File: config.mk
export PLATFORM = sky130hd
export DESIGN_NAME = minmax_stretch_to_8bit_top
export DESIGN_NICKNAME = d
export VERILOG_FILES = /design/src/rtl/core/mms_pkg.sv /design/src/rtl/core/mms_ctrl.sv /design/src/rtl/core/mms_dp.sv /design/src/rtl/core/minmax_stretch_to_8bit_top.sv
export SDC_FILE = /design/constraint.sdc
export NUM_CORES = 1
export LEC_CHECK = 0
export BUFFER_PORTS_ARGS = -buffer_cell sky130_fd_sc_hd__buf_4
export CAP_MARGIN = 20
export CORE_MARGIN = 5
export CORE_UTILIZATION = 64
export DETAILED_ROUTE_END_ITERATION = 10
export GPL_ROUTABILITY_DRIVEN = 0
export PLACE_DENSITY = 0.85
export SLEW_MARGIN = 40
export SYNTH_ARGS = -nofsm -noshare
export SYNTH_HDL_FRONTEND = slang
export SYNTH_SLANG_ARGS = --single-unit
File: constraint.sdc
create_clock -name clk_i -period 6.9 [get_ports clk_i]
set_input_delay 1.38 -clock clk_i [delete_from_list [all_inputs] [get_ports clk_i]]
set_output_delay 1.38 -clock clk_i [all_outputs]
set_load 0.005 [all_outputs]
File: src/rtl/core/mms_pkg.sv
// ----------------------------------------------------------------------------
// mms_pkg
// Shared types and constants for the 16-to-8-bit min/max contrast stretch.
// ----------------------------------------------------------------------------
package mms_pkg;

  localparam int unsigned SampleW = 16;
  localparam int unsigned PixelW  = 8;
  // Quotient bits: the result never exceeds full scale, so 8 steps suffice
  localparam int unsigned QuotW   = 8;
  localparam int unsigned CntW    = $clog2(QuotW);
  // 255 * off, formed as (off << 8) - off
  localparam int unsigned ProdW   = SampleW + PixelW;

  localparam logic [SampleW-1:0] MinEmpty = '1;
  localparam logic [SampleW-1:0] MaxEmpty = '0;

  localparam logic [CntW-1:0] CntLast = CntW'(QuotW - 1);

  // Controller commands to the datapath
  typedef struct packed {
    logic gather;    // fold sample into min/max
    logic first;     // clear min/max before folding
    logic capture;   // latch a scale-mode sample
    logic setup;     // clamp, offset, range, scaled dividend
    logic step;      // one restoring-division step
  } mms_cmd_t;

endpackage : mms_pkg

File: src/rtl/core/mms_ctrl.sv
// ----------------------------------------------------------------------------
// mms_ctrl
// Sequencer: takes requests, runs the divider steps and owns the result
// register's valid flag.
// ----------------------------------------------------------------------------
module mms_ctrl
  import mms_pkg::*;
(
  input  logic     clk_i,
  input  logic     rst_ni,
  input  logic     in_valid_i,
  output logic     in_stall_o,
  input  logic     mode_i,
  input  logic     first_i,
  output logic     out_valid_o,
  input  logic     out_stall_i,
  output mms_cmd_t cmd_o,
  output logic     out_load_o
);

  localparam logic [1:0] StIdle  = 2'd0;
  localparam logic [1:0] StSetup = 2'd1;
  localparam logic [1:0] StDiv   = 2'd2;
  localparam logic [1:0] StFin   = 2'd3;

  logic [1:0]      state_q, state_d;
  logic [CntW-1:0] cnt_q, cnt_d;
  logic            out_valid_q, out_valid_d;
  logic            in_acc;
  logic            out_free;

  assign in_stall_o  = (state_q != StIdle);
  assign in_acc      = in_valid_i && !in_stall_o;
  assign out_free    = !out_valid_q || !out_stall_i;
  assign out_valid_o = out_valid_q;

  // Next state and commands
  always_comb begin
    state_d       = state_q;
    cnt_d         = cnt_q;
    cmd_o         = '0;
    out_load_o    = 1'b0;
    unique case (state_q)
      StIdle: begin
        if (in_acc) begin
          if (mode_i) begin
            cmd_o.capture = 1'b1;
            state_d       = StSetup;
          end else begin
            cmd_o.gather = 1'b1;
            cmd_o.first  = first_i;
          end
        end
      end
      StSetup: begin
        cmd_o.setup = 1'b1;
        cnt_d       = '0;
        state_d     = StDiv;
      end
      StDiv: begin
        cmd_o.step = 1'b1;
        cnt_d      = cnt_q + 1'b1;
        if (cnt_q == CntLast) begin
          state_d = StFin;
        end
      end
      StFin: begin
        if (out_free) begin
          out_load_o = 1'b1;
          state_d    = StIdle;
        end
      end
      default: state_d = StIdle;
    endcase
  end

  // Result valid: set on load, cleared when taken
  always_comb begin
    out_valid_d = out_valid_q && out_stall_i;
    if (out_load_o) begin
      out_valid_d = 1'b1;
    end
  end

  always_ff @(posedge clk_i or negedge rst_ni) begin
    if (!rst_ni) begin
      state_q     <= StIdle;
      cnt_q       <= '0;
      out_valid_q <= 1'b0;
    end else begin
      state_q     <= state_d;
      cnt_q       <= cnt_d;
      out_valid_q <= out_valid_d;
    end
  end

endmodule : mms_ctrl

File: src/rtl/core/mms_dp.sv
// ----------------------------------------------------------------------------
// mms_dp
// Datapath: running min/max, clamp and offset, restoring divider and the
// result register.
// ----------------------------------------------------------------------------
module mms_dp
  import mms_pkg::*;
(
  input  logic               clk_i,
  input  logic               rst_ni,
  input  mms_cmd_t           cmd_i,
  input  logic               out_load_i,
  input  logic [SampleW-1:0] sample_i,
  output logic [PixelW-1:0]  pixel_o
);

  logic [SampleW-1:0] min_q, max_q;
  logic [SampleW-1:0] min_base, max_base;
  logic [SampleW-1:0] samp_q;
  logic               bypass_q;
  logic [SampleW-1:0] range_q;
  logic [SampleW-1:0] rem_q, rem_d;
  logic [QuotW-1:0]   qsh_q, qsh_d;
  logic [PixelW-1:0]  pixel_q;
  logic [SampleW-1:0] clamped;
  logic [SampleW-1:0] off;
  logic [ProdW-1:0]   num;
  logic [SampleW:0]   trial;
  logic               ge;

  // Running min/max, with optional restart
  assign min_base = cmd_i.first ? MinEmpty : min_q;
  assign max_base = cmd_i.first ? MaxEmpty : max_q;

  always_ff @(posedge clk_i or negedge rst_ni) begin
    if (!rst_ni) begin
      min_q <= MinEmpty;
      max_q <= MaxEmpty;
    end else if (cmd_i.gather) begin
      min_q <= (sample_i < min_base) ? sample_i : min_base;
      max_q <= (sample_i > max_base) ? sample_i : max_base;
    end
  end

  // Clamp into the gathered range and form 255 * offset
  always_comb begin
    clamped = samp_q;
    if (samp_q < min_q) begin
      clamped = min_q;
    end else if (samp_q > max_q) begin
      clamped = max_q;
    end
    off = clamped - min_q;
    num = {off, {PixelW{1'b0}}} - {{PixelW{1'b0}}, off};
  end

  // One restoring step: quotient shifts in, dividend bits shift out
  assign trial = {rem_q, qsh_q[QuotW-1]} - {1'b0, range_q};
  assign ge    = !trial[SampleW];

  always_comb begin
    rem_d = ge ? trial[SampleW-1:0] : {rem_q[SampleW-2:0], qsh_q[QuotW-1]};
    qsh_d = {qsh_q[QuotW-2:0], ge};
  end

  // Working registers
  always_ff @(posedge clk_i) begin
    if (cmd_i.capture) begin
      samp_q   <= sample_i;
      bypass_q <= (max_q <= min_q);
    end
    if (cmd_i.setup) begin
      range_q <= max_q - min_q;
      rem_q   <= num[ProdW-1:QuotW];
      qsh_q   <= num[QuotW-1:0];
    end else if (cmd_i.step) begin
      rem_q <= rem_d;
      qsh_q <= qsh_d;
    end
    if (out_load_i) begin
      pixel_q <= bypass_q ? samp_q[PixelW-1:0] : qsh_q;
    end
  end

  assign pixel_o = pixel_q;

endmodule : mms_dp

File: src/rtl/core/minmax_stretch_to_8bit_top.sv
// ----------------------------------------------------------------------------
// minmax_stretch_to_8bit_top
// Linear min/max contrast stretch of 16-bit samples to 8-bit pixels.
// ----------------------------------------------------------------------------
// Each request carries mode, first and sample. Gather requests (mode 0) fold
// the sample into a running min/max, with first restarting both; they do
// not stall the input and give no result. Scale requests (mode 1) give one
// pixel, floor(255 * (clamped sample - min) / (max - min)), or the sample's
// low byte when nothing or a single level was gathered. After its capture a
// scale request holds off the input through clamp/offset setup, eight steps
// of a radix-2 restoring divider and the result load, which waits until the
// output register is free. The result sits in an output register, so the
// next request is taken while a finished pixel still waits downstream.
module minmax_stretch_to_8bit_top
  import mms_pkg::*;
(
  input  logic               clk_i,
  input  logic               rst_ni,
  input  logic               in_valid_i,
  output logic               in_stall_o,
  input  logic               mode_i,
  input  logic               first_i,
  input  logic [SampleW-1:0] sample_i,
  output logic               out_valid_o,
  input  logic               out_stall_i,
  output logic [PixelW-1:0]  pixel_o
);

  mms_cmd_t cmd;
  logic     out_load;

  // Sequencer
  mms_ctrl u_ctrl (
    .clk_i       (clk_i),
    .rst_ni      (rst_ni),
    .in_valid_i  (in_valid_i),
    .in_stall_o  (in_stall_o),
    .mode_i      (mode_i),
    .first_i     (first_i),
    .out_valid_o (out_valid_o),
    .out_stall_i (out_stall_i),
    .cmd_o       (cmd),
    .out_load_o  (out_load)
  );

  // Datapath
  mms_dp u_dp (
    .clk_i      (clk_i),
    .rst_ni     (rst_ni),
    .cmd_i      (cmd),
    .out_load_i (out_load),
    .sample_i   (sample_i),
    .pixel_o    (pixel_o)
  );

`ifndef ASSERT_OFF
  // A scale request keeps the input stalled while it is worked on
  a_scale_busy: assert property (@(posedge clk_i) disable iff (!rst_ni)
    (in_valid_i && !in_stall_o && mode_i) |=> in_stall_o)
    else $error("scale request did not hold off the input");

  // A new result never overwrites one still waiting downstream
  a_no_overwrite: assert property (@(posedge clk_i) disable iff (!rst_ni)
    out_load |-> !(out_valid_o && out_stall_i))
    else $error("pending result overwritten");

  // Min/max update only on a request taken while idle
  a_gather_idle: assert property (@(posedge clk_i) disable iff (!rst_ni)
    cmd.gather |-> (in_valid_i && !in_stall_o && !mode_i))
    else $error("gather command without a gather request");

  // Divider steps never overlap a result load, setup or capture
  a_step_excl: assert property (@(posedge clk_i) disable iff (!rst_ni)
    cmd.step |-> !out_load && !cmd.setup && !cmd.capture)
    else $error("divider step overlaps another command");
`endif

endmodule : minmax_stretch_to_8bit_top
==> metrics.cfg, run 1 <==
[job]
drv_cap=0

[sta]
fin_crit_sh_pct=96.0
finalClockSkew_ns=0.00599
fin_crit_ns=6.63
tightest_slew_ns=0.777
fmax_mhz=151
maxSlewHeadroom_pct=47.4
slew_viol_final=0
hold_violations=0
rsz0062_at_grt=no
fin_setup_tns_ns=0
setup_viol=0

[synth]
synth_edf_count=65
synth_fp_nets=1144
ys_seq_area_share_pct=31.8
yosys_most_used_dff=edfxtp_1
synthDistinctLibCells=74
synth_top_area_share_pct=21.2
ys_top_cells_by_area=edfxtp_1 (21%), ha_1 (16%), dfrtp_1 (6.0%), mux2i_1 (5.7%), dfstp_2 (4.6%)
ys_warn_count=0
synth.most_common_cell=ha_1
syn_avg_cell_area_um2=9.21
async_reset_ff_share_pct=36.9
synth_top_area_cell=edfxtp_1
syn_area_um2=9200
synth_common_cells=ha_1 (120), inv_1 (96), nor2_1 (74)
syn_inst=999
synth_seq_cells=103

[floorplan]
placementRows=43
die-width_um=130
pin_count=32
die_area_um2=16900
core_area_um2=14000
fp.dieH_um=130
start_util_pct=65.8

[clock_network]
clock_path_buffers=2
tritoncts=yes
numCtsBuffers=9
cts_root_buffer=clkbuf_16
hold_buffers=0
clk_pin_slew_worst_paths_ns=0.07
clock_latency_ns=0.36
cts.sink_count=103
htreeDepth=3

[global_routing]
grt_overflow_total=0
grt_pass1_wl_mm=36.6
grtUsageMet1_pct=35.5
grt_antenna_before_repair=0
grt_max_degree=54
met3_usage_pct=3.07
grt_use_met2_pct=46.6
grt_pass1_vias=7410
busiest_layer=met2
grt_use_total_pct=27.3

[route]
drt_iter0_drc=606
first_pass_iters=6
dr_total_vias=7633
vias_per_cell=6.28
avgRoutedWirePerCell_um=18.5
routed_wl_mm=22.5
drc=0
ant_nets=0

[setup_path]
crit_type=reg2reg
slowest_stage=dfstp_2
critPathMaxFanout=28
critical-path-max-stage-delay_ns=0.63
reg2reg_to=u_dp.rem_q[13]$_DFFE_PP_
reg2reg_depth=24
cp_cell_sequence=inv_1 > ha_1 > a2111oi_1 > o21ai_0 > a21oi_1 > nor3_1 > o22ai_2 > buf_4 > nor2_1 > a21o_1 > ha_1 > or2_1 > o21a_1 > o21a_1 > o21a_1 > a311oi_1 > o21bai_1 > a21oi_1 > xnor2_1 > ha_1 > o21ai_1 > o21a_1 > or4_1 > and3_1
critPathLaunch=u_dp.min_q[1]$_DFFE_PN1P_
r2r-start=u_dp.min_q[1]$_DFFE_PN1P_
cp-end-kind=flop
crit_top_cell=o21a_1
required_ns=7.01
reg2reg_slack_ns=0.27
start_kind=flop
crit_arrival_ns=6.74

[final_layout]
syn_to_final_growth_pct=9.14
nets=1176
antenna_cells=0
drive_above_1_share_pct=11.2

[placed_design]
port_buffers=31
dpl.hpwl_mm=17.3

[hold_path]
holdPathStages=2
hold_class=reg2reg
min_to=u_ctrl.cnt_q[2]$_DFFE_PN0P_
holdCritStartpoint=u_ctrl.cnt_q[2]$_DFFE_PN0P_

[outcome]
status=finished, final reports clean

-- cells in the final DEF, fill, tap and decap left out, drive strengths merged, types with 14 or more instances in the layout --
cell,n
o21a,21
ha,120
mux2,16
nor3,19
xnor2,28
nor2b,17
a211oi,18
dfrtp,22
nand4,14
inv,98
nand2,72
buf,45
o21ai,57
a21oi,50
dfstp,16
a21o,19
edfxtp,65
nand3,18
nand2b,19
nor2,74
mux2i,52
-- sequential cells by signal (all words and copies together), names as in the netlist --
| register | flops |
|---|---|
| u_ctrl.out_valid_o | 1 |
| u_dp.range_q | 16 |
| u_ctrl.state_q | 2 |
| u_ctrl.cnt_q | 3 |
| u_dp.max_q | 16 |
| u_dp.bypass_q | 1 |
| u_dp.qsh_q | 8 |
| u_dp.rem_q | 16 |
| u_dp.pixel_o | 8 |
| u_dp.samp_q | 16 |
| u_dp.min_q | 16 |
-- layout make-up --
cell class / instances / area (um2)
clock buffers: 11 / 254
well taps: 180 / 225
multi-input cells: 776 / 5880
fillers: 1042 / 3950
flip-flops and latches: 103 / 2920
clock inverters: 5 / 62.6
inverters: 96 / 360
repair buffers: 45 / 338
-- through the flow --
step	hold WS, ns	setup slack [ns]	instances	cell area, um2	util, %
finish	0.531	0.274	1216	10000	71.8
global route	0.561	0.0173	1216	10000	71.8
CTS	0.534	0.273	1214	10000	71.5
detailed placement	0.523	0.319	1198	9680	69.2
global placement	0.506	0.498	1198	9680	69.2
floorplan	0.502	0.563	999	9200	-
-- cells by family after synthesis --
group           count (synthesis)  synth area share, %
fa+ha+maj                     125                 17.2
compound gates                245                 18.3
simple gates                  297                 16.3
buf+inv                       120                 4.92
mux                            68                 7.62
xor+xnor                       41                 3.90
flops                         103                 31.8
-- critical path, delay by kind of cell, from the launching register on --
kind | cells | cell delay [ns]
compound gates | 13 | 3.16
xor+xnor | 1 | 0.16
fa+ha+maj | 3 | 0.97
buf+inv | 2 | 0.42
flops | 1 | 0.63
simple gates | 5 | 1.02
-- layer usage --
layer,vias to the layer above,share of wire [%]
li1,3728,-
met4,0,3.4
met3,60,4.8
met5,-,0
met1,3571,43
met2,274,48
-- worst max-delay path by stage --
stage | end | slack (ns) | cells after the start
floorplan | u_dp.rem_q[13]$_DFFE_PP_ | 0.56 | 23
global placement | u_dp.rem_q[14]$_DFFE_PP_ | 0.50 | 25
detailed placement | u_dp.rem_q[13]$_DFFE_PP_ | 0.32 | 25
CTS | u_dp.rem_q[14]$_DFFE_PP_ | 0.27 | 25
global route | u_dp.rem_q[13]$_DFFE_PP_ | 0.02 | 23
finish | u_dp.rem_q[13]$_DFFE_PP_ | 0.27 | 24
-- timing repair --
| item | CTS | global route |
|---|---|---|
| buffers inserted | 0 | 2 |
| resized for setup | 0 | 5 |
| endpoints found under the hold margin | 0 | 0 |
| setup endpoints to repair | 0 | 9 |
Power of run 1 is not shown: default switching activity piles up to over one toggle a cycle in this logic, so the estimate is an artifact.
==> inputs of run 2 (changes only) <==
--- a/config.mk
+++ b/config.mk
@@ -12,6 +12,7 @@
 export DETAILED_ROUTE_END_ITERATION = 10
 export GPL_ROUTABILITY_DRIVEN = 0
 export PLACE_DENSITY = 0.85
+export REMOVE_ABC_BUFFERS = 1
 export SLEW_MARGIN = 40
 export SYNTH_ARGS = -nofsm -noshare
 export SYNTH_HDL_FRONTEND = slang
==> metrics.cfg, run 2 (synthesized netlist as in run 1, its figures left out) <==
[sta]
fmax_mhz=156  ; +3.5%
slew_viol_final=0  ; unchanged
setup_viol=0  ; unchanged
rsz0062_at_grt=no
finalClockSkew_ns=0.00721  ; +0.00122 ns
hold_slack_ns=0.534  ; +0.00303 ns
hold_violations=0  ; unchanged
fin_crit_sh_pct=92.8  ; -3.2 points
tightest_slew_ns=0.769  ; -0.00808 ns
maxSlewHeadroom_pct=48.4  ; +0.99 points
fin_crit_ns=6.40  ; -0.223 ns

[global_routing]
grt_antenna_before_repair=0  ; unchanged
grt_max_degree=54  ; unchanged
grt_pass1_vias=7518  ; +1.5%
grt_overflow_total=0  ; unchanged
grt_pass1_wl_mm=35.7  ; -2.3%
grt_use_total_pct=26.5  ; -0.86 points

[floorplan]
pin_count=32  ; unchanged
placementRows=43  ; unchanged
die_area_um2=16900  ; unchanged
fp.dieH_um=130  ; unchanged
core_area_um2=14000  ; unchanged
start_util_pct=65.8  ; unchanged
die-width_um=130  ; unchanged

[route]
met3_length_mm=1.00  ; -8.1%
m1WireLength_mm=9.59  ; -1.7%
vias_per_cell=6.26  ; -0.21%
drt_iter0_drc=560  ; -7.6%
route.met2.wl_mm=10.1  ; -7.1%
routed.top_layer=met4
dr_total_vias=7592  ; -0.54%
first_pass_iters=6  ; unchanged
avgRoutedWirePerCell_um=17.9  ; -3.4%
routed_wl_mm=21.7  ; -3.7%
ant_nets=0  ; unchanged
drc=0  ; unchanged

[clock_network]
clock_latency_ns=0.35  ; about the same
numCtsBuffers=9  ; unchanged
htreeDepth=3  ; unchanged
cts.sink_count=103  ; unchanged
tritoncts=yes
cts_root_buffer=clkbuf_16
hold_buffers=0  ; unchanged
clk_pin_slew_worst_paths_ns=0.07  ; about the same
clock_path_buffers=2  ; unchanged

[hold_path]
hold_class=reg2reg
holdCritStartpoint=u_ctrl.cnt_q[2]$_DFFE_PN0P_

[outcome]
status=finished, final reports clean

[setup_path]
crit_type=reg2reg
critPathLaunch=u_dp.min_q[1]$_DFFE_PN1P_
cp-end-kind=flop
start_kind=flop
r2r-start=u_dp.min_q[1]$_DFFE_PN1P_
required_ns=7.01  ; about the same
critPathMaxFanout=8  ; -71%
crit_arrival_ns=6.51  ; -0.23 ns

[final_layout]
antenna_cells=0  ; unchanged
final_common_cell=ha_1
syn_to_final_growth_pct=8.60
drive_above_1_share_pct=10.8  ; -0.44 points
mostFrequentLayoutCells=ha_1 (119), inv_1 (96), nor2_1 (74), nand2_1 (71), edfxtp_1 (65)
nets=1172  ; -0.34%

[placed_design]
dpl.hpwl_mm=17.2  ; -1.0%
port_buffers=31  ; unchanged

[job]
drv_cap=0  ; unchanged

-- run 2: final timing paths --
| path | slack, ns | to | cells after the start |
|---|---|---|---|
| worst max-delay path | 0.50 | u_dp.rem_q[13]$_DFFE_PP_ | 24 |
| worst min-delay path | 0.53 | u_ctrl.cnt_q[2]$_DFFE_PN0P_ | 2 |
| worst max register to register | 0.50 | u_dp.rem_q[13]$_DFFE_PP_ | 24 |
| worst min register to register | 0.53 | u_ctrl.cnt_q[2]$_DFFE_PN0P_ | 2 |
| max in group asynchronous | 5.54 | u_dp.min_q[5]$_DFFE_PN1P_ | 1 |
| min in group asynchronous | 1.00 | u_dp.max_q[13]$_DFFE_PN0P_ | 1 |
-- run 2: area by class of cell --
cell class | instances | area [um2]
Sequential cell | 103 | 2920
Timing Repair Buffer | 41 | 312
Clock inverter | 1 | 8.76
Multi-Input combinational cell | 776 | 5880
Tap cell | 180 | 225
Clock buffer | 15 | 279
Fill cell | 1040 | 4000
Inverter | 96 | 360
-- run 2: worst max-delay path, stage by stage, from the launching register on --
cell,delay (ns)
dfstp_2,0.63
inv_1,0.13
ha_1,0.29
a2111oi_1,0.43
o21ai_0,0.20
a21oi_1,0.17
nor3_1,0.07
o22ai_2,0.22
a21oi_1,0.13
ha_1,0.20
fa_1,0.43
nand2b_1,0.21
a21oi_2,0.28
o21ai_2,0.15
a21oi_1,0.21
xor2_1,0.22
inv_1,0.13
ha_1,0.34
and2_1,0.17
a311oi_1,0.11
a211oi_2,0.33
a31oi_2,0.24
o21a_1,0.24
or4_1,0.46
and3_1,0.18
-- run 2: timing repair --
item                       CTS  global route
setup buffers                0             0
gates resized for setup      0             7
setup endpoints to repair    0             7
-- run 2: routing by layer --
| layer | vias to the layer above | global-route usage (%) |
|---|---|---|
| li1 | 3720 | - |
| met1 | 3574 | 34.8 |
| met2 | 233 | 43.5 |
| met3 | 65 | 2.70 |
| met4 | 0 | 13.6 |
| met5 | - | 0 |
-- run 2: stage by stage --
step / worst slack (ns) / utilization, % / cell area [um2] / setup TNS, ns / cells
after floorplan: -0.0621 / - / 9110 / -0.0621 / 975
after global placement: 0.490 / 69.1 / 9660 / 0 / 1196
after detailed placement: 0.381 / 69.1 / 9660 / 0 / 1196
after CTS: 0.350 / 71.1 / 9950 / 0 / 1212
after global routing: 0.0565 / 71.4 / 9990 / 0 / 1212
final: 0.496 / 71.4 / 9990 / 0 / 1212
Power of run 2 is left out for the same reason.
